<file path="src/hdl/ptdf_pkg.sv">
// Package for the periodic timer with deferred fire.
// Holds the command, status and register index codes and the word types.
// No dependencies.
package ptdf_pkg;

    // Command codes of an input word.
    localparam logic [1:0] CMD_TICK    = 2'd0;
    localparam logic [1:0] CMD_SERVICE = 2'd1;
    localparam logic [1:0] CMD_SET     = 2'd2;
    localparam logic [1:0] CMD_RESTART = 2'd3;

    // Timer status codes.
    localparam logic [1:0] STATUS_PLAY    = 2'd0;
    localparam logic [1:0] STATUS_PAUSED  = 2'd1;
    localparam logic [1:0] STATUS_ABORTED = 2'd2;

    // Configuration register indexes and widths.
    localparam int CFG_INDEX_W = 2;
    localparam int CFG_DATA_W  = 32;
    localparam int CFG_TIME_W  = 31;
    localparam logic [CFG_INDEX_W-1:0] CFG_FIRST_DELAY = 2'd0;
    localparam logic [CFG_INDEX_W-1:0] CFG_PERIOD      = 2'd1;
    localparam logic [CFG_INDEX_W-1:0] CFG_LOOPED      = 2'd2;

    // Reset values of the configuration registers.
    localparam logic [CFG_TIME_W-1:0] RESET_FIRST_DELAY = 31'd0;
    localparam logic [CFG_TIME_W-1:0] RESET_PERIOD      = 31'd1000;

    typedef struct packed {
        logic [1:0]  cmd;
        logic [15:0] dt;
        logic        call_only_once;
        logic        end_signal;
        logic [1:0]  new_status;
    } in_word_t;

    typedef struct packed {
        logic [1:0]  status;
        logic [15:0] pending;
        logic [15:0] fire_count;
        logic        ready_res;
    } out_word_t;

endpackage

</file>
<file path="src/hdl/ptdf_div.sv">
// Bit-serial restoring divider: one quotient bit per clock.
// Used by the timer to split elapsed time into whole goals and a remainder.
// No dependencies.
module ptdf_div #(
    parameter int W = 32
) (
    input  logic         aclk,
    input  logic         aresetn,
    input  logic         start,
    input  logic [W-1:0] dividend,
    input  logic [W-1:0] divisor,
    output logic         done,
    output logic [W-1:0] quotient,
    output logic [W-1:0] remainder
);

    localparam int CW = $clog2(W + 1);

    logic [W-1:0]  rem_reg, rem_next;
    logic [W-1:0]  quo_reg, quo_next;
    logic [W-1:0]  dvs_reg, dvs_next;
    logic [CW-1:0] cnt_reg, cnt_next;
    logic          busy_reg, busy_next;
    logic          done_reg, done_next;

    logic [W:0]    shifted;
    logic [W+1:0]  diff;
    logic          neg;

    always_comb begin
        shifted   = {rem_reg, quo_reg[W-1]};
        diff      = {1'b0, shifted} - {2'b00, dvs_reg};
        neg       = diff[W+1];
        rem_next  = rem_reg;
        quo_next  = quo_reg;
        dvs_next  = dvs_reg;
        cnt_next  = cnt_reg;
        busy_next = busy_reg;
        done_next = 1'b0;
        if (start) begin
            rem_next  = '0;
            quo_next  = dividend;
            dvs_next  = divisor;
            cnt_next  = CW'(W);
            busy_next = 1'b1;
        end else if (busy_reg) begin
            // The dividend shifts out at the top while quotient bits enter below.
            rem_next = neg ? shifted[W-1:0] : diff[W-1:0];
            quo_next = {quo_reg[W-2:0], ~neg};
            cnt_next = cnt_reg - CW'(1);
            if (cnt_reg == CW'(1)) begin
                busy_next = 1'b0;
                done_next = 1'b1;
            end
        end
    end

    always_ff @(posedge aclk) begin
        if (!aresetn) begin
            busy_reg <= 1'b0;
            done_reg <= 1'b0;
            cnt_reg  <= '0;
        end else begin
            busy_reg <= busy_next;
            done_reg <= done_next;
            cnt_reg  <= cnt_next;
        end
    end

    always_ff @(posedge aclk) begin
        rem_reg <= rem_next;
        quo_reg <= quo_next;
        dvs_reg <= dvs_next;
    end

    assign done      = done_reg;
    assign quotient  = quo_reg;
    assign remainder = rem_reg;

endmodule

</file>
<file path="src/hdl/periodic_timer_deferred_fire_unit.sv">
// Top level of the periodic timer with initial delay and deferred fire count.
// Depends on ptdf_pkg for codes and word types and on ptdf_div for the division.
//
//   Channel   Direction  Handshake            Word
//   s_        in         s_valid / s_ready    in_word_t  (cmd, dt, flags, new_status)
//   m_        out        m_valid / m_ready    out_word_t (status, pending, fires, ready)
//   cfg_      in         cfg_valid/cfg_ready  cfg_index, cfg_data
//
// A tick word while playing goes through the divide and done states to the
// result word: the bit-serial divider produces one quotient bit per clock.
// Every other word goes straight to the done state. One word is worked on at a time.
// Reset is synchronous and active low; it restores the register defaults.
// A finished word waits in the output register while the next word is taken.
module periodic_timer_deferred_fire_unit
    import ptdf_pkg::*;
#(
    parameter int TIME_BITS  = 32,
    parameter int COUNT_BITS = 16
) (
    input  logic                   aclk,
    input  logic                   aresetn,
    input  logic                   s_valid,
    output logic                   s_ready,
    input  in_word_t               s_payload,
    output logic                   m_valid,
    input  logic                   m_ready,
    output out_word_t              m_payload,
    input  logic                   cfg_valid,
    output logic                   cfg_ready,
    input  logic [CFG_INDEX_W-1:0] cfg_index,
    input  logic [CFG_DATA_W-1:0]  cfg_data
);

    // Widths wide enough to compare against the saturation limits.
    localparam int PER_W = ((TIME_BITS > CFG_TIME_W) ? TIME_BITS : CFG_TIME_W) + 1;
    localparam int SUM_W = ((TIME_BITS > 16) ? TIME_BITS : 16) + 1;
    localparam int SAT_W = ((TIME_BITS > COUNT_BITS) ? TIME_BITS : COUNT_BITS) + 1;
    localparam int FW    = (COUNT_BITS > 16) ? COUNT_BITS : 16;

    localparam logic [TIME_BITS-1:0]  TIME_MAX   = {TIME_BITS{1'b1}};
    localparam logic [COUNT_BITS-1:0] COUNT_MAX  = {COUNT_BITS{1'b1}};
    localparam logic [SAT_W-1:0]      COUNT_MAXW = SAT_W'(COUNT_MAX);
    localparam logic [TIME_BITS-1:0]  RESET_GOAL =
        (TIME_BITS >= 10) ? TIME_BITS'(1000) : TIME_MAX;

    // Sequencer states.
    localparam logic [1:0] ST_IDLE = 2'd0;
    localparam logic [1:0] ST_DIV  = 2'd1;
    localparam logic [1:0] ST_DONE = 2'd2;

    logic [1:0]            state_reg, state_next;
    logic [CFG_TIME_W-1:0] first_delay_reg, first_delay_next;
    logic [CFG_TIME_W-1:0] period_reg, period_next;
    logic                  looped_reg, looped_next;
    logic [1:0]            status_reg, status_next;
    logic [TIME_BITS-1:0]  elapsed_reg, elapsed_next;
    logic [TIME_BITS-1:0]  goal_reg, goal_next;
    logic [COUNT_BITS-1:0] pending_reg, pending_next;
    logic                  armed_reg, armed_next;
    logic [15:0]           fires_reg, fires_next;
    logic                  m_valid_reg, m_valid_next;
    out_word_t             m_payload_reg, m_payload_next;

    logic [PER_W-1:0]      per_w;
    logic [PER_W-1:0]      goal_sum;
    logic [TIME_BITS-1:0]  eff_period;
    logic [TIME_BITS-1:0]  first_goal;
    logic [SUM_W-1:0]      tick_sum;
    logic [TIME_BITS-1:0]  tick_elapsed;
    logic [SAT_W-1:0]      pend_sum;
    logic [COUNT_BITS-1:0] pend_sat;
    logic [FW-1:0]         pend_fw;
    logic [15:0]           drain_fires;
    logic                  accept;
    logic                  playing;
    logic                  div_start;
    logic                  div_done;
    logic [TIME_BITS-1:0]  div_quot;
    logic [TIME_BITS-1:0]  div_rem;

    assign s_ready   = (state_reg == ST_IDLE);
    assign cfg_ready = 1'b1;
    assign accept    = s_valid && s_ready;
    assign playing   = (status_reg == STATUS_PLAY);
    assign m_valid   = m_valid_reg;
    assign m_payload = m_payload_reg;

    // Goal values. A zero period counts as one, and both goals saturate at
    // the largest time value.
    always_comb begin
        per_w      = (period_reg == '0) ? PER_W'(1) : PER_W'(period_reg);
        eff_period = (per_w > PER_W'(TIME_MAX)) ? TIME_MAX : per_w[TIME_BITS-1:0];
        goal_sum   = PER_W'(first_delay_reg) + PER_W'(eff_period);
        first_goal = (goal_sum > PER_W'(TIME_MAX)) ? TIME_MAX : goal_sum[TIME_BITS-1:0];
    end

    // Elapsed time after a tick, saturating.
    always_comb begin
        tick_sum     = SUM_W'(elapsed_reg) + SUM_W'(s_payload.dt);
        tick_elapsed = (tick_sum > SUM_W'(TIME_MAX)) ? TIME_MAX : tick_sum[TIME_BITS-1:0];
    end

    // Whole goals elapsed are added to the pending count, saturating.
    always_comb begin
        pend_sum = SAT_W'(div_quot) + SAT_W'(pending_reg);
        pend_sat = (pend_sum > COUNT_MAXW) ? COUNT_MAX : pend_sum[COUNT_BITS-1:0];
    end

    // A drain fires every pending callback; the reported count is clipped.
    always_comb begin
        pend_fw     = FW'(pending_reg);
        drain_fires = (pend_fw > FW'(16'hFFFF)) ? 16'hFFFF : pend_fw[15:0];
    end

    // The divider starts in the acceptance cycle of a tick while playing.
    // The goal is never zero, so the divisor is always valid.
    assign div_start = accept && (s_payload.cmd == CMD_TICK) && playing;

    ptdf_div #(
        .W(TIME_BITS)
    ) u_div (
        .aclk      (aclk),
        .aresetn   (aresetn),
        .start     (div_start),
        .dividend  (tick_elapsed),
        .divisor   (goal_reg),
        .done      (div_done),
        .quotient  (div_quot),
        .remainder (div_rem)
    );

    // Configuration writes: user sends them while the timer is idle; not enforced.
    always_comb begin
        first_delay_next = first_delay_reg;
        period_next      = period_reg;
        looped_next      = looped_reg;
        if (cfg_valid && cfg_ready) begin
            case (cfg_index)
                CFG_FIRST_DELAY: first_delay_next = cfg_data[CFG_TIME_W-1:0];
                CFG_PERIOD:      period_next      = cfg_data[CFG_TIME_W-1:0];
                CFG_LOOPED:      looped_next      = cfg_data[0];
                default:         ;
            endcase
        end
    end

    // Command sequencer. Non-tick commands update the state in the
    // acceptance cycle; a tick while playing finishes when the divider reports done.
    // The result word is formed from the updated state in the done state.
    always_comb begin
        state_next     = state_reg;
        status_next    = status_reg;
        elapsed_next   = elapsed_reg;
        goal_next      = goal_reg;
        pending_next   = pending_reg;
        armed_next     = armed_reg;
        fires_next     = fires_reg;
        m_valid_next   = m_valid_reg && !m_ready;
        m_payload_next = m_payload_reg;
        case (state_reg)
            ST_IDLE: begin
                if (accept) begin
                    fires_next = 16'd0;
                    state_next = ST_DONE;
                    case (s_payload.cmd)
                        CMD_TICK: begin
                            if (playing) begin
                                state_next = ST_DIV;
                            end
                        end
                        CMD_SERVICE: begin
                            if (playing && armed_reg) begin
                                if (!looped_reg) begin
                                    // A one-shot timer fires once and aborts.
                                    fires_next   = 16'd1;
                                    armed_next   = 1'b0;
                                    pending_next = '0;
                                    status_next  = STATUS_ABORTED;
                                end else if (s_payload.call_only_once) begin
                                    fires_next   = 16'd1;
                                    pending_next = '0;
                                end else if (pending_reg != '0) begin
                                    if (s_payload.end_signal) begin
                                        fires_next   = 16'd1;
                                        pending_next = pending_reg - COUNT_BITS'(1);
                                    end else begin
                                        fires_next   = drain_fires;
                                        pending_next = '0;
                                    end
                                end
                            end
                        end
                        CMD_SET: begin
                            if (s_payload.new_status inside
                                    {STATUS_PLAY, STATUS_PAUSED, STATUS_ABORTED}) begin
                                status_next = s_payload.new_status;
                            end
                        end
                        CMD_RESTART: begin
                            status_next  = STATUS_PLAY;
                            elapsed_next = '0;
                            goal_next    = first_goal;
                            armed_next   = 1'b1;
                        end
                        default: ;
                    endcase
                end
            end
            ST_DIV: begin
                if (div_done) begin
                    // A nonzero quotient means the goal was reached, after
                    // which the goal becomes the plain period.
                    elapsed_next = div_rem;
                    pending_next = pend_sat;
                    if (div_quot != '0) begin
                        goal_next = eff_period;
                    end
                    state_next = ST_DONE;
                end
            end
            ST_DONE: begin
                if (!m_valid_reg || m_ready) begin
                    m_valid_next              = 1'b1;
                    m_payload_next.status     = status_reg;
                    m_payload_next.pending    = pend_fw[15:0];
                    m_payload_next.fire_count = fires_reg;
                    m_payload_next.ready_res  = playing && armed_reg && (pending_reg != '0);
                    state_next                = ST_IDLE;
                end
            end
            default: state_next = ST_IDLE;
        endcase
    end

    always_ff @(posedge aclk) begin
        if (!aresetn) begin
            state_reg       <= ST_IDLE;
            first_delay_reg <= RESET_FIRST_DELAY;
            period_reg      <= RESET_PERIOD;
            looped_reg      <= 1'b1;
            status_reg      <= STATUS_PLAY;
            elapsed_reg     <= '0;
            goal_reg        <= RESET_GOAL;
            pending_reg     <= '0;
            armed_reg       <= 1'b1;
            m_valid_reg     <= 1'b0;
        end else begin
            state_reg       <= state_next;
            first_delay_reg <= first_delay_next;
            period_reg      <= period_next;
            looped_reg      <= looped_next;
            status_reg      <= status_next;
            elapsed_reg     <= elapsed_next;
            goal_reg        <= goal_next;
            pending_reg     <= pending_next;
            armed_reg       <= armed_next;
            m_valid_reg     <= m_valid_next;
        end
    end

    always_ff @(posedge aclk) begin
        fires_reg     <= fires_next;
        m_payload_reg <= m_payload_next;
    end

    // The divider only finishes while the sequencer waits for it.
    a_div_done_in_div: assert property (@(posedge aclk) disable iff (!aresetn)
        div_done |-> (state_reg == ST_DIV))
        else $error("divider finished outside the divide state");

    // After a word is accepted, no second word is taken in the next cycle.
    a_one_at_a_time: assert property (@(posedge aclk) disable iff (!aresetn)
        accept |=> !s_ready)
        else $error("input taken while a word is in progress");

    // A finished word reaches the output register once it is free.
    a_result_loaded: assert property (@(posedge aclk) disable iff (!aresetn)
        ((state_reg == ST_DONE) && (!m_valid_reg || m_ready)) |=> m_valid_reg)
        else $error("finished word not loaded into the output register");

    // A tick that starts the divider moves the sequencer into the divide state.
    a_tick_to_div: assert property (@(posedge aclk) disable iff (!aresetn)
        div_start |=> (state_reg == ST_DIV))
        else $error("divider started without entering the divide state");

endmodule
</file>
<file path="config.mk">
export PLATFORM = sky130hd
export DESIGN_NAME = periodic_timer_deferred_fire_unit
export DESIGN_NICKNAME = d
export VERILOG_FILES = /design/src/hdl/ptdf_pkg.sv /design/src/hdl/ptdf_div.sv /design/src/hdl/periodic_timer_deferred_fire_unit.sv
export SDC_FILE = /design/constraint.sdc
export NUM_CORES = 1
export LEC_CHECK = 0
export BUFFER_PORTS_ARGS = -buffer_cell sky130_fd_sc_hd__buf_2
export CORE_ASPECT_RATIO = 2
export CORE_MARGIN = 3
export CORE_UTILIZATION = 50
export DETAILED_ROUTE_END_ITERATION = 7
export HOLD_SLACK_MARGIN = 0.1
export PLACE_DENSITY = 0.74
export SYNTH_ARGS = -nofsm -noshare
export SYNTH_HDL_FRONTEND = slang
export SYNTH_SLANG_ARGS = --single-unit
</file>
<file path="constraint.sdc">
create_clock -name aclk -period 6.03 [get_ports aclk]
set_input_delay 0.603 -clock aclk [delete_from_list [all_inputs] [get_ports aclk]]
set_output_delay 0.603 -clock aclk [all_outputs]
set_load 0.1 [all_outputs]
</file>
==> results.txt <==
----------------------------------------------------
[Status]
  Run status ... finished, final reports clean

[Route]
  Total DRC errors in the routed layout ... 0
  Number of nets with antenna violations after routing ... 0
  Wire length per cell ... 17.8 µm
  Post-DR vias/cell ... 5.97
  WL final ... 44,000 µm
  Number of DRC markers after the initial detailed-route iteration ... 729
  Detailed Routing Iterations Pass 1 ... 5
  Total via count after detailed routing ... 14,721

[Die]
  Die Footprint ... 36,800 µm²
  Initial core utilization ... 0.510
  Area of the core ... 33,800 µm²
  Die X-Extent ... 137 µm
  Total number of placement rows ... 95
  Die Y-Extent ... 268 µm
  I/O pin cnt ... 99

[Setup path]
  Longest individual stage delay on the worst path ... 580 ps
  Critical path data required time ... 6490 ps
  CP startpoint kind ... flop
  Start point of the critical path ... period_reg[22]$_SDFFE_PN0P_
  Worst path slowest cell ... sky130_fd_sc_hd__nor4_1
  Slack of the worst reg-to-reg path ... 1710 ps
  Largest delay contributor family on the critical path ... simple AND/OR/NAND/NOR gates
  RR Startpoint ... period_reg[22]$_SDFFE_PN0P_
  Crit-path max FO ... 4
  Data arrival at the endpoint of the critical path ... 4780 ps
  Crit path buffers/inverters ... 0
  Critical path class ... flop to flop
  Cells along the critical path ... nor4_1 -> nand4_1 -> o21bai_1 -> ha_1 -> a211oi_1 -> nor4_1 -> nor4_1 -> nor3_1 -> o21ai_0 -> o21ai_0 -> a311oi_1 -> a221o_1 -> o21ba_2
  Crit. End Element ... flop
  CP most frequent cell ... sky130_fd_sc_hd__nor4_1

[Clock network]
  Clock buffer count from CTS ... 29
  Maximum level of the CTS H-tree ... 1
  CTS Hold Bufs ... 0
  Clock latency reported for the late side of the worst-skew pair ... 590 ps
  Max Root-Sink Buffers ... 3
  CTS tree ... done
  PostCTS Resize Cnt ... 0
  Post-CTS Setup Inserts ... 0
  Clock slew seen by the registers of the worst setup and hold paths ... 70 ps
  TritonCTS sink count ... 304
  Clock Tree Root ... sky130_fd_sc_hd__clkbuf_16

[Placed design]
  Port-buffer cells ... 96
  HPWL after detailed placement ... 33,200 µm
  Global placer's final weighted congestion ... 0.968

[Global route]
  Number of antenna violations at the first check in global routing ... 0
  Global-route wire length before repair ... 71,400 µm
  GRT overflow ... 0
  Vias in the first global route ... 14,883
  GRT Total Usage ... 0.239
  Maximum number of pins on one net before global-route repair ... 69

[Yosys]
  Mean cell area of the mapped netlist ... 8.66 µm²
  Cell variety after synth ... 86
  Main combinational cell family by area after synthesis ... compound AO/OA/AOI/OAI gates
  Cell Area, Synth ... 17,200 µm²
  Async set or reset register ratio after synthesis ... 0
  Count of warnings emitted by yosys ... 0
  Gate Count Post-Synth ... 1,988
  Flip-flop and latch count after synthesis ... 304
  Adder and majority gate portion of the synthesized area ... 0.0758
  Number of nets in the synthesized netlist ... 2,151
  Compound-cell area share of the yosys netlist ... 0.222
  Count of flip-flops with a built-in enable after synthesis ... 115
  Post-synthesis xor/xnor area fraction ... 0.0473
  Share of cell area taken by muxes after synthesis ... 0.00232
  Dominant register cell in the synthesized netlist ... sky130_fd_sc_hd__dfxtp_1
  Proportion of synthesized chip area in sequential cells ... 0.420
  Basic-gate share of the synthesized area counting and, or, nand and nor cells ... 0.189

[Timing]
  Skew final ... 27.4 ps
  Maximum achievable frequency ... 232 MHz
  Shortest clock period the worst path allows after layout ... 4320 ps
  Ratio of final minimum period to clock period ... 0.716
  Number of pins with negative max-slew slack in the final report ... 0
  Setup tns final ... 0 ps
  Count of endpoints failing setup in the final report ... 0
  Measured slew at the worst slew-check pin ... 1200 ps
  Final hold violation count ... 0
  Setup repair after global routing missed its margin ... false
  Slew Limit Headroom ... 0.197

[Layout]
  Commonest cells after routing, fill and taps aside ... sky130_fd_sc_hd__nand2_1 (317), sky130_fd_sc_hd__dfxtp_1 (189), sky130_fd_sc_hd__a21oi_1 (182)
  Ratio of cells with drive above 1 in the final layout ... 0.0980
  Leading cell type in the layout, fill and taps excluded ... sky130_fd_sc_hd__nand2_1
  Area delta synth->final ... 9.91%
  Final layout net count ... 2,171
  Number of inserted diodes ... 0
  Largest register FFs ... 35
  Utilization after layout ... 0.561

[Power and ir drop]
  Combinational power share ... 0.282
  Switching share of total power ... 0.338
  Max rail drop VDD ... 0.367 mV
  Leak Pwr ... 7.39 nW
  Internal portion of total power ... 4.07 mW
  Power per unit of standard cell area ... 325 nW/µm²
  Clock network fraction of total power ... 0.308
  Portion of total power attributed to sequential cells ... 0.410
  Total net switching power ... 2.08 mW

[Hold path]
  Startpoint of the most critical hold path ... cfg_data[3]
  Tightest Hold Check Type ... input pin to flop

[Flow run]
  # Max-Cap Violations ... 0

----------------------------------------------------
[kinds of logic (layout without fill, tap and decap cells)]
group,count (synthesis),after routing
compound gates,591,591
xor+xnor,93,93
fa+ha+maj,102,102
buf+inv,190,233
flops,304,304
mux,4,4
other cells,1,1
simple gates,703,703
[worst reg2reg max path, stage by stage (launching register included)]
cell                       delay [ps]
sky130_fd_sc_hd__dfxtp_1          360
sky130_fd_sc_hd__nor4_1           580
sky130_fd_sc_hd__nand4_1          310
sky130_fd_sc_hd__o21bai_1         270
sky130_fd_sc_hd__ha_1             270
sky130_fd_sc_hd__a211oi_1         130
sky130_fd_sc_hd__nor4_1           470
sky130_fd_sc_hd__nor4_1           180
sky130_fd_sc_hd__nor3_1           340
sky130_fd_sc_hd__o21ai_0          220
sky130_fd_sc_hd__o21ai_0          400
sky130_fd_sc_hd__a311oi_1         200
sky130_fd_sc_hd__a221o_1          280
sky130_fd_sc_hd__o21ba_2          190
[synthesized netlist by cell type (19+ instances only)]
master                       n  area, µm²
sky130_fd_sc_hd__edfxtp_1  115       3450
sky130_fd_sc_hd__and2_1     21        131
sky130_fd_sc_hd__nand2_1   317       1190
sky130_fd_sc_hd__xnor2_1    65        569
sky130_fd_sc_hd__a31oi_1    46        288
sky130_fd_sc_hd__a21oi_1   184        921
sky130_fd_sc_hd__nand3_1    77        385
sky130_fd_sc_hd__dfxtp_1   189       3780
sky130_fd_sc_hd__inv_1      62        233
sky130_fd_sc_hd__a21o_1     29        218
sky130_fd_sc_hd__o21ai_0   114        571
sky130_fd_sc_hd__clkbuf_1  109        409
sky130_fd_sc_hd__xor2_1     28        245
sky130_fd_sc_hd__a211oi_1   21        158
sky130_fd_sc_hd__nand4_1    19        119
sky130_fd_sc_hd__nor3_1     32        160
sky130_fd_sc_hd__nor4_1     22        138
sky130_fd_sc_hd__ha_1       98       1230
sky130_fd_sc_hd__nor2_1    117        439
sky130_fd_sc_hd__a21boi_0   44        330
sky130_fd_sc_hd__nand2b_1   19        119
[power groups by stage]
stage	Sequential, mW	Clock, mW	Combinational [mW]
after floorplan	2.58	0	1.29
after global placement	2.55	0	1.67
after detailed placement	2.56	0	1.71
after CTS	2.51	1.93	1.73
after global routing	2.54	2.01	1.94
final	2.52	1.90	1.73
[layout make-up]
cell class	instances	area, µm²
clock buffer	45	873
sequential	304	7240
multi-input combinational	1494	9280
inverter	63	236
clock inverter	9	125
tap	436	546
timing repair buffer	116	631
fill	3114	14800
[per-stage QoR]
step           power [mW]  cell area [µm²]  hold slack [ps]  setup WS (ps)  cells
2_1_floorplan        3.87            17200              400           2230   1988
3_3_place_gp         4.22            17900              403           1840   2413
3_5_place_dp         4.27            17900              407           1790   2413
4_1_cts              6.17            18900              221           1720   2467
5_1_grt              6.48            18900              233           1520   2467
6_report             6.15            18900              245           1710   2467
[worst paths after layout]
path / to / depth (start not counted)
worst max-delay path: goal_reg[25]$_SDFFE_PN0P_ / 13
worst min-delay path: period_reg[3]$_SDFFE_PN1P_ / 3
worst max register to register: goal_reg[25]$_SDFFE_PN0P_ / 13
worst min register to register: m_payload[4]$_DFFE_PP_ / 0
[layer usage]
metal	share of wire	wire length, µm	up-vias	track usage
met2	0.58	25300	407	0.488
met4	0.057	2500	0	0.132
met5	0	0	-	0
met3	0.033	1440	172	0.0228
met1	0.34	14700	6909	0.221
li1	-	-	7233	-
No activity file was read; power rests on OpenSTA's default activity.
